`config.mk`:
```
export PLATFORM = sky130hd
export DESIGN_NAME = pulse_sequence_event_builder_flat
export DESIGN_NICKNAME = d
export VERILOG_FILES = /design/src/psevb_pkg.sv /design/src/psevb_if.sv /design/src/psevb_core.sv /design/src/pulse_sequence_event_builder.sv /design/src/flat_wrapper.sv
export SDC_FILE = /design/constraint.sdc
export NUM_CORES = 1
export LEC_CHECK = 0
export BUFFER_PORTS_ARGS = -buffer_cell sky130_fd_sc_hd__buf_2
export CORE_ASPECT_RATIO = 0.6
export CORE_UTILIZATION = 35
export DETAILED_ROUTE_END_ITERATION = 12
export PLACE_DENSITY = 0.58
export RECOVER_POWER = 25
export SYNTH_ARGS = -nofsm -noshare
export SYNTH_HDL_FRONTEND = slang
export SYNTH_SLANG_ARGS = --single-unit
```
`constraint.sdc`:
```
create_clock -name clk -period 4.7 [get_ports clk]
set_input_delay 0.235 -clock clk [delete_from_list [all_inputs] [get_ports clk]]
set_output_delay 0.235 -clock clk [all_outputs]
set_load 0.01 [all_outputs]
```
`src/psevb_pkg.sv`:
```
// Shared types and codes for the pulse sequence event builder.
// No dependencies; used by the core, the top level and the checker.
package psevb_pkg;

  // Builder command codes
  typedef enum logic [3:0] {
    OP_RESET       = 4'd0,
    OP_SET         = 4'd1,
    OP_CLEAR       = 4'd2,
    OP_TOGGLE      = 4'd3,
    OP_SET_MASK    = 4'd4,
    OP_DELAY       = 4'd5,
    OP_ADC_TRIGGER = 4'd6,
    OP_LOOP_START  = 4'd7,
    OP_LOOP_END    = 4'd8,
    OP_FINALIZE    = 4'd9
  } opcode_t;

  // Finalize report codes
  typedef enum logic [1:0] {
    FS_OK      = 2'd0,
    FS_ERROR   = 2'd1,
    FS_INVALID = 2'd2,
    FS_NONE    = 2'd3
  } final_status_t;

  localparam logic [7:0] ADC_FLAG = 8'h01;
  localparam int unsigned MASK_W  = 8;
  localparam int unsigned INDEX_W = 10;
  localparam int unsigned LOOP_W  = 11;

  typedef struct packed {
    logic [3:0]  opcode;
    logic [3:0]  channel;
    logic [7:0]  new_mask;
    logic [31:0] delay_ticks;
    logic [31:0] repeat_count;
  } cmd_t;

  typedef struct packed {
    logic                event_valid;
    logic [31:0]         event_time;
    logic [MASK_W-1:0]   event_mask;
    logic [7:0]          event_flags;
    logic [INDEX_W-1:0]  event_index;
    logic                error_flag;
    logic [1:0]          final_status;
    logic [31:0]         duration;
    logic [LOOP_W-1:0]   loop_first_index;
    logic [LOOP_W-1:0]   loop_last_index;
    logic [31:0]         loop_repeat_count;
  } res_t;

endpackage

```
`src/psevb_if.sv`:
```
// Valid/ready channel interfaces for commands and results.
// Depends on nothing; payload widths follow the package types.
interface psevb_cmd_if;
  logic        valid;
  logic        ready;
  logic [3:0]  opcode;
  logic [3:0]  channel;
  logic [7:0]  new_mask;
  logic [31:0] delay_ticks;
  logic [31:0] repeat_count;

  modport source (output valid, opcode, channel, new_mask, delay_ticks, repeat_count,
                  input ready);
  modport sink (input valid, opcode, channel, new_mask, delay_ticks, repeat_count,
                output ready);
endinterface

interface psevb_res_if;
  logic        valid;
  logic        ready;
  logic        event_valid;
  logic [31:0] event_time;
  logic [7:0]  event_mask;
  logic [7:0]  event_flags;
  logic [9:0]  event_index;
  logic        error_flag;
  logic [1:0]  final_status;
  logic [31:0] duration;
  logic [10:0] loop_first_index;
  logic [10:0] loop_last_index;
  logic [31:0] loop_repeat_count;

  modport source (output valid, event_valid, event_time, event_mask, event_flags,
                  event_index, error_flag, final_status, duration, loop_first_index,
                  loop_last_index, loop_repeat_count,
                  input ready);
  modport sink (input valid, event_valid, event_time, event_mask, event_flags,
                event_index, error_flag, final_status, duration, loop_first_index,
                loop_last_index, loop_repeat_count,
                output ready);
endinterface

```
`src/psevb_core.sv`:
```
// Builder state registers and the per-command next-state logic.
// Depends on psevb_pkg; produces one result per accepted command.
module psevb_core #(
  parameter int unsigned CHANNELS   = 8,
  parameter int unsigned MAX_EVENTS = 1024
) (
  input  logic              clk,
  input  logic              rst_n,
  input  logic              accept,
  input  psevb_pkg::cmd_t   cmd,
  output psevb_pkg::res_t   res
);

  localparam int unsigned CW = $clog2(MAX_EVENTS + 1);
  localparam int unsigned EW = CW + psevb_pkg::LOOP_W;

  // Sequence state
  logic [31:0]  time_r,    time_nxt;
  logic [7:0]   levels_r,  levels_nxt;
  logic         err_r,     err_nxt;
  logic [CW-1:0] count_r,  count_nxt;
  logic [31:0]  longest_r, longest_nxt;
  logic [31:0]  last_r,    last_nxt;
  logic         order_r,   order_nxt;
  logic [CW-1:0] lfirst_r, lfirst_nxt;
  logic [CW-1:0] llast_r,  llast_nxt;
  logic [31:0]  lrep_r,    lrep_nxt;

  // Append request built by the command decode
  logic         want_app;
  logic [7:0]   app_mask;
  logic [7:0]   app_flags;
  logic         app_ok;
  logic         full;
  logic         bad_ch;
  logic [7:0]   ch_bit;
  logic [7:0]   new_lvl;
  logic [CW-1:0] cnt_after;
  logic         ord_after;
  logic         loop_bad;
  logic [1:0]   status;
  logic [EW-1:0] idx_ext;
  logic [EW-1:0] lf_ext;
  logic [EW-1:0] ll_ext;
  psevb_pkg::opcode_t op;

  assign op     = psevb_pkg::opcode_t'(cmd.opcode);
  assign full   = (count_r >= CW'(MAX_EVENTS));
  assign bad_ch = ({1'b0, cmd.channel} >= 5'(CHANNELS));
  assign ch_bit = cmd.channel[3] ? 8'h00 : (8'h01 << cmd.channel[2:0]);

  // Command decode: mask update and append request
  always_comb begin
    want_app  = 1'b0;
    app_mask  = levels_r;
    app_flags = 8'h00;
    new_lvl   = levels_r;
    unique case (cmd.opcode[1:0])
      2'd1:    new_lvl = levels_r | ch_bit;
      2'd2:    new_lvl = levels_r & ~ch_bit;
      default: new_lvl = levels_r ^ ch_bit;
    endcase
    unique case (op)
      psevb_pkg::OP_SET, psevb_pkg::OP_CLEAR: begin
        want_app = !err_r && !bad_ch && (new_lvl != levels_r);
        app_mask = new_lvl;
      end
      psevb_pkg::OP_TOGGLE: begin
        want_app = !err_r && !bad_ch;
        app_mask = new_lvl;
      end
      psevb_pkg::OP_SET_MASK: begin
        want_app = !err_r && (cmd.new_mask != levels_r);
        app_mask = cmd.new_mask;
      end
      psevb_pkg::OP_ADC_TRIGGER: begin
        want_app  = !err_r;
        app_flags = psevb_pkg::ADC_FLAG;
      end
      psevb_pkg::OP_FINALIZE: begin
        want_app = !err_r && (levels_r != 8'h00);
        app_mask = 8'h00;
      end
      default: want_app = 1'b0;
    endcase
  end

  // Append bookkeeping shared by all event-producing commands
  assign app_ok    = want_app && !full;
  assign cnt_after = count_r + CW'(app_ok);
  assign ord_after = order_r && !(app_ok && (count_r != '0) && (time_r < last_r));
  assign loop_bad  = (llast_r != '0) &&
                     ((lfirst_r >= cnt_after) || (llast_r >= cnt_after) ||
                      (lfirst_r > llast_r));

  // Next state and finalize status
  always_comb begin
    time_nxt    = time_r;
    levels_nxt  = levels_r;
    err_nxt     = err_r;
    count_nxt   = cnt_after;
    longest_nxt = (app_ok && (time_r > longest_r)) ? time_r : longest_r;
    last_nxt    = app_ok ? time_r : last_r;
    order_nxt   = ord_after;
    lfirst_nxt  = lfirst_r;
    llast_nxt   = llast_r;
    lrep_nxt    = lrep_r;
    status      = psevb_pkg::FS_NONE;
    unique case (op)
      psevb_pkg::OP_RESET: begin
        time_nxt    = '0;
        levels_nxt  = '0;
        err_nxt     = 1'b0;
        count_nxt   = '0;
        longest_nxt = '0;
        last_nxt    = '0;
        order_nxt   = 1'b1;
        lfirst_nxt  = '0;
        llast_nxt   = '0;
        lrep_nxt    = '0;
      end
      psevb_pkg::OP_SET, psevb_pkg::OP_CLEAR, psevb_pkg::OP_TOGGLE: begin
        if (!err_r) begin
          if (bad_ch) begin
            err_nxt = 1'b1;
          end else begin
            levels_nxt = new_lvl;
            err_nxt    = want_app && full;
          end
        end
      end
      psevb_pkg::OP_SET_MASK: begin
        if (!err_r) begin
          levels_nxt = cmd.new_mask;
          err_nxt    = want_app && full;
        end
      end
      psevb_pkg::OP_DELAY: begin
        if (!err_r) time_nxt = time_r + cmd.delay_ticks;
      end
      psevb_pkg::OP_ADC_TRIGGER: begin
        if (!err_r) err_nxt = full;
      end
      psevb_pkg::OP_LOOP_START: begin
        if (!err_r) lfirst_nxt = count_r;
      end
      psevb_pkg::OP_LOOP_END: begin
        if (!err_r) begin
          llast_nxt = count_r;
          lrep_nxt  = cmd.repeat_count;
        end
      end
      psevb_pkg::OP_FINALIZE: begin
        // closing event never touches the mask; a full table drops it quietly
        if (err_r) begin
          status = psevb_pkg::FS_ERROR;
        end else if ((cnt_after == '0) || !ord_after || loop_bad) begin
          status = psevb_pkg::FS_INVALID;
        end else begin
          status = psevb_pkg::FS_OK;
        end
      end
      default: status = psevb_pkg::FS_NONE;
    endcase
  end

  // Result fields
  assign idx_ext = EW'(count_r);
  assign lf_ext  = EW'(lfirst_nxt);
  assign ll_ext  = EW'(llast_nxt);

  always_comb begin
    res.event_valid       = app_ok;
    res.event_time        = app_ok ? time_r : 32'd0;
    res.event_mask        = app_ok ? app_mask : 8'h00;
    res.event_flags       = app_ok ? app_flags : 8'h00;
    res.event_index       = app_ok ? idx_ext[psevb_pkg::INDEX_W-1:0] : '0;
    res.error_flag        = err_nxt;
    res.final_status      = status;
    res.duration          = longest_nxt;
    res.loop_first_index  = lf_ext[psevb_pkg::LOOP_W-1:0];
    res.loop_last_index   = ll_ext[psevb_pkg::LOOP_W-1:0];
    res.loop_repeat_count = lrep_nxt;
  end

  // State update on each accepted command
  always_ff @(posedge clk) begin
    if (!rst_n) begin
      time_r    <= '0;
      levels_r  <= '0;
      err_r     <= 1'b0;
      count_r   <= '0;
      longest_r <= '0;
      last_r    <= '0;
      order_r   <= 1'b1;
      lfirst_r  <= '0;
      llast_r   <= '0;
      lrep_r    <= '0;
    end else if (accept) begin
      time_r    <= time_nxt;
      levels_r  <= levels_nxt;
      err_r     <= err_nxt;
      count_r   <= count_nxt;
      longest_r <= longest_nxt;
      last_r    <= last_nxt;
      order_r   <= order_nxt;
      lfirst_r  <= lfirst_nxt;
      llast_r   <= llast_nxt;
      lrep_r    <= lrep_nxt;
    end
  end

endmodule

```
`src/pulse_sequence_event_builder.sv`:
```
// A result is registered at the same edge that accepts its command.
// Throughput: one command per cycle when not stalled; the state registers
// and the result register both load at the accepting edge, so back-to-back
// commands flow. The input stalls only while a finished result waits on
// the output. Reset (synchronous, rst_n low) clears all sequence state,
// as the reset command does, and empties the result register.
module pulse_sequence_event_builder #(
  parameter int unsigned CHANNELS   = 8,
  parameter int unsigned MAX_EVENTS = 1024
) (
  input  logic         clk,
  input  logic         rst_n,
  psevb_cmd_if.sink    in_cmd,
  psevb_res_if.source  out_res
);

  logic            accept;
  logic            out_valid_r, out_valid_nxt;
  psevb_pkg::cmd_t cmd;
  psevb_pkg::res_t res;
  psevb_pkg::res_t res_r;

  // Input side takes an item whenever the result slot is free or draining
  assign in_cmd.ready = !out_valid_r || out_res.ready;
  assign accept       = in_cmd.valid && in_cmd.ready;

  assign cmd.opcode       = in_cmd.opcode;
  assign cmd.channel      = in_cmd.channel;
  assign cmd.new_mask     = in_cmd.new_mask;
  assign cmd.delay_ticks  = in_cmd.delay_ticks;
  assign cmd.repeat_count = in_cmd.repeat_count;

  psevb_core #(
    .CHANNELS   (CHANNELS),
    .MAX_EVENTS (MAX_EVENTS)
  ) u_core (
    .clk    (clk),
    .rst_n  (rst_n),
    .accept (accept),
    .cmd    (cmd),
    .res    (res)
  );

  // Result register
  always_comb begin
    out_valid_nxt = out_valid_r;
    if (accept) begin
      out_valid_nxt = 1'b1;
    end else if (out_res.ready) begin
      out_valid_nxt = 1'b0;
    end
  end

  always_ff @(posedge clk) begin
    if (!rst_n) begin
      out_valid_r <= 1'b0;
    end else begin
      out_valid_r <= out_valid_nxt;
    end
  end

  always_ff @(posedge clk) begin
    if (accept) begin
      res_r <= res;
    end
  end

  assign out_res.valid             = out_valid_r;
  assign out_res.event_valid       = res_r.event_valid;
  assign out_res.event_time        = res_r.event_time;
  assign out_res.event_mask        = res_r.event_mask;
  assign out_res.event_flags       = res_r.event_flags;
  assign out_res.event_index       = res_r.event_index;
  assign out_res.error_flag        = res_r.error_flag;
  assign out_res.final_status      = res_r.final_status;
  assign out_res.duration          = res_r.duration;
  assign out_res.loop_first_index  = res_r.loop_first_index;
  assign out_res.loop_last_index   = res_r.loop_last_index;
  assign out_res.loop_repeat_count = res_r.loop_repeat_count;

endmodule

```
`src/flat_wrapper.sv`:
```
// flat-port wrapper written by rule: the top's interface ports become plain ports
module pulse_sequence_event_builder_flat 
#(
  parameter int unsigned CHANNELS   = 8,
  parameter int unsigned MAX_EVENTS = 1024
)
  (clk, rst_n, in_cmd_valid, in_cmd_opcode, in_cmd_channel, in_cmd_new_mask, in_cmd_delay_ticks, in_cmd_repeat_count, in_cmd_ready, out_res_valid, out_res_event_valid, out_res_event_time, out_res_event_mask, out_res_event_flags, out_res_event_index, out_res_error_flag, out_res_final_status, out_res_duration, out_res_loop_first_index, out_res_loop_last_index, out_res_loop_repeat_count, out_res_ready);
  psevb_cmd_if in_cmd_i ();
  psevb_res_if out_res_i ();
  input  logic clk;
  input  logic rst_n;
  input wire logic [$bits(in_cmd_i.valid)-1:0] in_cmd_valid;
  input wire logic [$bits(in_cmd_i.opcode)-1:0] in_cmd_opcode;
  input wire logic [$bits(in_cmd_i.channel)-1:0] in_cmd_channel;
  input wire logic [$bits(in_cmd_i.new_mask)-1:0] in_cmd_new_mask;
  input wire logic [$bits(in_cmd_i.delay_ticks)-1:0] in_cmd_delay_ticks;
  input wire logic [$bits(in_cmd_i.repeat_count)-1:0] in_cmd_repeat_count;
  output wire logic [$bits(in_cmd_i.ready)-1:0] in_cmd_ready;
  output wire logic [$bits(out_res_i.valid)-1:0] out_res_valid;
  output wire logic [$bits(out_res_i.event_valid)-1:0] out_res_event_valid;
  output wire logic [$bits(out_res_i.event_time)-1:0] out_res_event_time;
  output wire logic [$bits(out_res_i.event_mask)-1:0] out_res_event_mask;
  output wire logic [$bits(out_res_i.event_flags)-1:0] out_res_event_flags;
  output wire logic [$bits(out_res_i.event_index)-1:0] out_res_event_index;
  output wire logic [$bits(out_res_i.error_flag)-1:0] out_res_error_flag;
  output wire logic [$bits(out_res_i.final_status)-1:0] out_res_final_status;
  output wire logic [$bits(out_res_i.duration)-1:0] out_res_duration;
  output wire logic [$bits(out_res_i.loop_first_index)-1:0] out_res_loop_first_index;
  output wire logic [$bits(out_res_i.loop_last_index)-1:0] out_res_loop_last_index;
  output wire logic [$bits(out_res_i.loop_repeat_count)-1:0] out_res_loop_repeat_count;
  input wire logic [$bits(out_res_i.ready)-1:0] out_res_ready;
  assign in_cmd_i.valid = in_cmd_valid;
  assign in_cmd_i.opcode = in_cmd_opcode;
  assign in_cmd_i.channel = in_cmd_channel;
  assign in_cmd_i.new_mask = in_cmd_new_mask;
  assign in_cmd_i.delay_ticks = in_cmd_delay_ticks;
  assign in_cmd_i.repeat_count = in_cmd_repeat_count;
  assign in_cmd_ready = in_cmd_i.ready;
  assign out_res_valid = out_res_i.valid;
  assign out_res_event_valid = out_res_i.event_valid;
  assign out_res_event_time = out_res_i.event_time;
  assign out_res_event_mask = out_res_i.event_mask;
  assign out_res_event_flags = out_res_i.event_flags;
  assign out_res_event_index = out_res_i.event_index;
  assign out_res_error_flag = out_res_i.error_flag;
  assign out_res_final_status = out_res_i.final_status;
  assign out_res_duration = out_res_i.duration;
  assign out_res_loop_first_index = out_res_i.loop_first_index;
  assign out_res_loop_last_index = out_res_i.loop_last_index;
  assign out_res_loop_repeat_count = out_res_i.loop_repeat_count;
  assign out_res_i.ready = out_res_ready;
  pulse_sequence_event_builder #(.CHANNELS(CHANNELS), .MAX_EVENTS(MAX_EVENTS)) u_core (.clk(clk), .rst_n(rst_n), .in_cmd(in_cmd_i), .out_res(out_res_i));
endmodule
```
==> flow_summary.json <==
{
  "status": "finished with violations",
  "violations": "capacitance limit, slew limit",
  "hp-start": "in_cmd_repeat_count[19]",
  "ir_drop_mv": 0.195,
  "die_y_um": 173,
  "synth_cell_types": 71,
  "drive_gt1_share_pct": 12.4,
  "ys_ff_latch": 313,
  "clock_path_buffers": 3,
  "die_width_um": 287,
  "cts_tree": "done",
  "skew_ps": 14.8,
  "slew_headroom_pct": -83.8,
  "crit_arrival_ps": 4780,
  "critPathTopFamily": "compound AO/OA/AOI/OAI gates",
  "power_switching_mw": 1.51,
  "areaGrowthSynthToFinish_pct": 18.1,
  "clock.fmax_mhz": 222,
  "placed_cells": 2611,
  "ys_seq_area_share_pct": 45.0,
  "dr.pass1.iters": 5,
  "synth_edf_count": 141,
  "max_stage_delay_ps": 370,
  "cp_num_buf_inv": 3,
  "place_congestion": 0.860,
  "final_cells": 2675,
  "core_um2": 47900,
  "crit_chain": "inv_1, ha_4, xnor2_4, nand2_1, mux2_2, a221o_1, o31ai_4, a211oi_4, ha_2, ha_2, inv_1, buf_4, ha_1, a21oi_1, o21ai_0, maj3_2, nor3_2, o32ai_1, o21ai_2, a41o_1, nand2_1",
  "final.period_utilization_pct": 95.8,
  "io_buffers": 226,
  "drc_errors": 0,
  "cts_max_level": 2,
  "pwr-share-comb_pct": 8.3,
  "drt_iter0_drc": 992,
  "post-route-min-period_ps": 4500,
  "drv_slew": 203,
  "cts_root_buffer": "clkbuf_16",
  "cts_made_buffers": 34,
  "intPower_mw": 4.54,
  "antenna_found_initial": 0,
  "p_leak_nw": 8.08,
  "drtAntennaViolNets": 0,
  "r2r_start": "u_core.u_core.levels_r[6]",
  "synth_ff_type": "dfxtp_1",
  "whs_ps": 42.2,
  "overflow": 0,
  "whs_path_depth": 2,
  "routed_wl_um": 48000,
  "seq_area_um2": 7690,
  "syn_area_per_cell_um2": 9.59,
  "clkPwrFrac_pct": 43.3,
  "tightest_slew_ps": 2760,
  "r2r_slack_ps": 200,
  "clkTransAtPathRegs_ps": 60,
  "worst_slack_ps": 196,
  "yosysWarnings": 0,
  "worstPathMaxFanout": 3,
  "vias_per_cell": 5.16,
  "fillers": 4753,
  "drv_cap": 3,
  "end_kind": "register",
  "worstSetupPathType": "register to register",
  "swShare_pct": 25.0,
  "rows": 62,
  "min_path_type": "input port to register",
  "synth_cells": 1780,
  "multiInputGateArea_um2": 8620,
  "finalSetupViolCount": 0,
  "postCtsSetupBuffers": 0,
  "wl_per_cell_um": 18.0,
  "dieArea_um2": 49700,
  "vias": 13800,
  "dp_slack_ps": -408,
  "hold_viol_final": 0,
  "worstHoldEndpoint": "u_core.out_res.loop_repeat_count[19]",
  "fin_nets": 2238,
  "grt_pass1_vias": 13000,
  "grt_max_degree": 105,
  "clk-insertion-delay-late_ps": 520,
  "crit_required_ps": 4980,
  "powerDensity_nw_per_um2": 300,
  "async_flop_share_pct": 0,
  "pwr-share-seq_pct": 48.5,
  "cts.sinks": 313,
  "hpwl_um": 33500,
  "synthesis.area_um2": 17100,
  "rr_endpoint": "u_core.out_res.final_status[1]",
  "io_pins": 234,
  "startpoint_type": "register",
  "grtUsageTotal_pct": 18.8,
  "slowest_stage": "a221o_1",
  "initial_utilization_pct": 35.6,
  "reg2regPathDepth": 21,
  "grt_pass1_wl_um": 74500,
  "final_util_pct": 42.0
}
worst max path at each step:
stage	from	to	slack (ps)	cells after the start
finish	u_core.u_core.levels_r[6]	u_core.out_res.final_status[1]	200	21
global route	u_core.u_core.levels_r[6]	u_core.out_res.final_status[1]	-10	21
CTS	u_core.u_core.levels_r[3]	u_core.out_res.final_status[1]	2	21
detailed placement	in_cmd_channel[3]	u_core.out_res.final_status[1]	-410	24
global placement	in_cmd_channel[1]	u_core.out_res.final_status[1]	-220	23
floorplan	u_core.u_core.levels_r[7]	u_core.out_res.final_status[1]	40	23
power groups by stage:
stage	combinational (mW)	clock [mW]	sequential, mW
6_report	0.500	2.62	2.93
3_5_place_dp	0.508	0	2.99
3_3_place_gp	0.505	0	2.99
4_1_cts	0.510	2.70	2.93
2_1_floorplan	0.264	0	3.03
5_1_grt	0.546	2.80	2.94
Yosys cell counts (4+ instances only):
library cell	instances	area (µm²)
nand4_1	14	87.6
buf_4	9	67.6
xnor2_1	27	236
o31ai_1	5	37.5
nand2_1	222	833
clkbuf_1	76	285
buf_6	7	78.8
nand2b_1	14	87.6
buf_2	11	55.1
and2_1	59	369
nor2_1	97	364
ha_1	145	1810
nor4_1	12	75.1
a22o_1	75	657
nand3_1	54	270
nor3_1	13	65.1
o21ai_0	69	345
o21a_1	8	60.1
a211oi_1	10	75.1
edfxtp_1	141	4230
xor2_1	25	219
nor2b_1	47	294
buf_1	6	22.5
dfxtp_1	172	3440
o21bai_1	4	30.0
a31oi_1	11	68.8
a21oi_1	76	380
mux2i_1	32	320
and3_1	14	87.6
a22oi_1	32	240
o22ai_1	34	213
a21o_1	37	278
a2111oi_0	4	35.0
a21boi_0	53	398
inv_1	108	405
layout by cell type, fill, tap and decap left out, types with 71 or more instances in the layout:
| cell type | n |
|---|---|
| nand2_1 | 221 |
| dfxtp_1 | 165 |
| clkbuf_1 | 148 |
| ha_1 | 141 |
| edfxtp_1 | 141 |
| inv_1 | 108 |
| nor2_1 | 95 |
| buf_2 | 82 |
| a22o_1 | 75 |
| a21oi_1 | 71 |
layout make-up:
cell class | count | area share (%)
tap | 640 | 3.97
timing repair buffer | 297 | 7.63
clock inverter | 19 | 0.621
sequential | 313 | 38.2
antenna | 1 | 0.0124
multi-input combinational | 1253 | 42.8
clock buffer | 43 | 4.74
inverter | 109 | 2.05
registers in the layout (all words and copies together) (netlist names), 11 cells and up:
name,count
u_core.u_core.last_r,32
u_core.u_core.time_r,32
u_core.u_core.count_r,11
u_core.u_core.llast_r,11
u_core.u_core.lfirst_r,11
u_core.u_core.lrep_r,32
u_core.out_res.loop_repeat_count,32
u_core.out_res.duration,32
u_core.out_res.loop_last_index,11
u_core.out_res.loop_first_index,11
u_core.out_res.event_time,32
u_core.u_core.longest_r,32
through the flow:
stage	cell area [µm²]	power, mW	TNS (ps)
final	20100	6.05	0
after global routing	20100	6.29	-13.5
after floorplan	17100	3.29	0
after detailed placement	19100	3.50	-408
after CTS	20200	6.14	0
after global placement	19100	3.50	-216
worst register-to-register path, delay by kind of cell (launching register included):
kind	cells	cell delay, ps
adders and majority gates	5	1410
xor gates and xnor gates	1	190
and+or+nand+nor	3	260
DFF	1	330
AOI/OAI and AO/OA	8	1550
muxes	1	260
buffers and inverters	3	280
logic make-up (layout without fill, tap and decap cells):
kind of cell	count (synthesis)	count (layout)	synth area share, %
and+or+nand+nor	561	561	15.5
DFF	313	313	45.0
buffers and inverters	220	468	5.56
AOI/OAI and AO/OA	450	450	18.3
adders and majority gates	149	149	10.9
xor gates and xnor gates	53	53	2.76
muxes	33	33	1.94
other	1	8	0.0220
routing by layer:
layer	track usage, %	vias up	part of all wire, %	wire length [µm]
met2	26.7	347	41	19700
met1	29.5	6624	52	25000
met3	3.61	51	5.7	2740
met4	3.04	0	1.3	617
met5	0	-	0	0
li1	-	6787	-	-
repair_timing:
action                     4_1_cts  5_1_grt
hold buffers                     1        0
pin swaps                        2        9
hold endpoints to repair         1        0
cloned                           0        0
setup endpoints to repair        1        1
gates resized for setup          1       34
No activity file was read; power rests on OpenSTA's default activity.
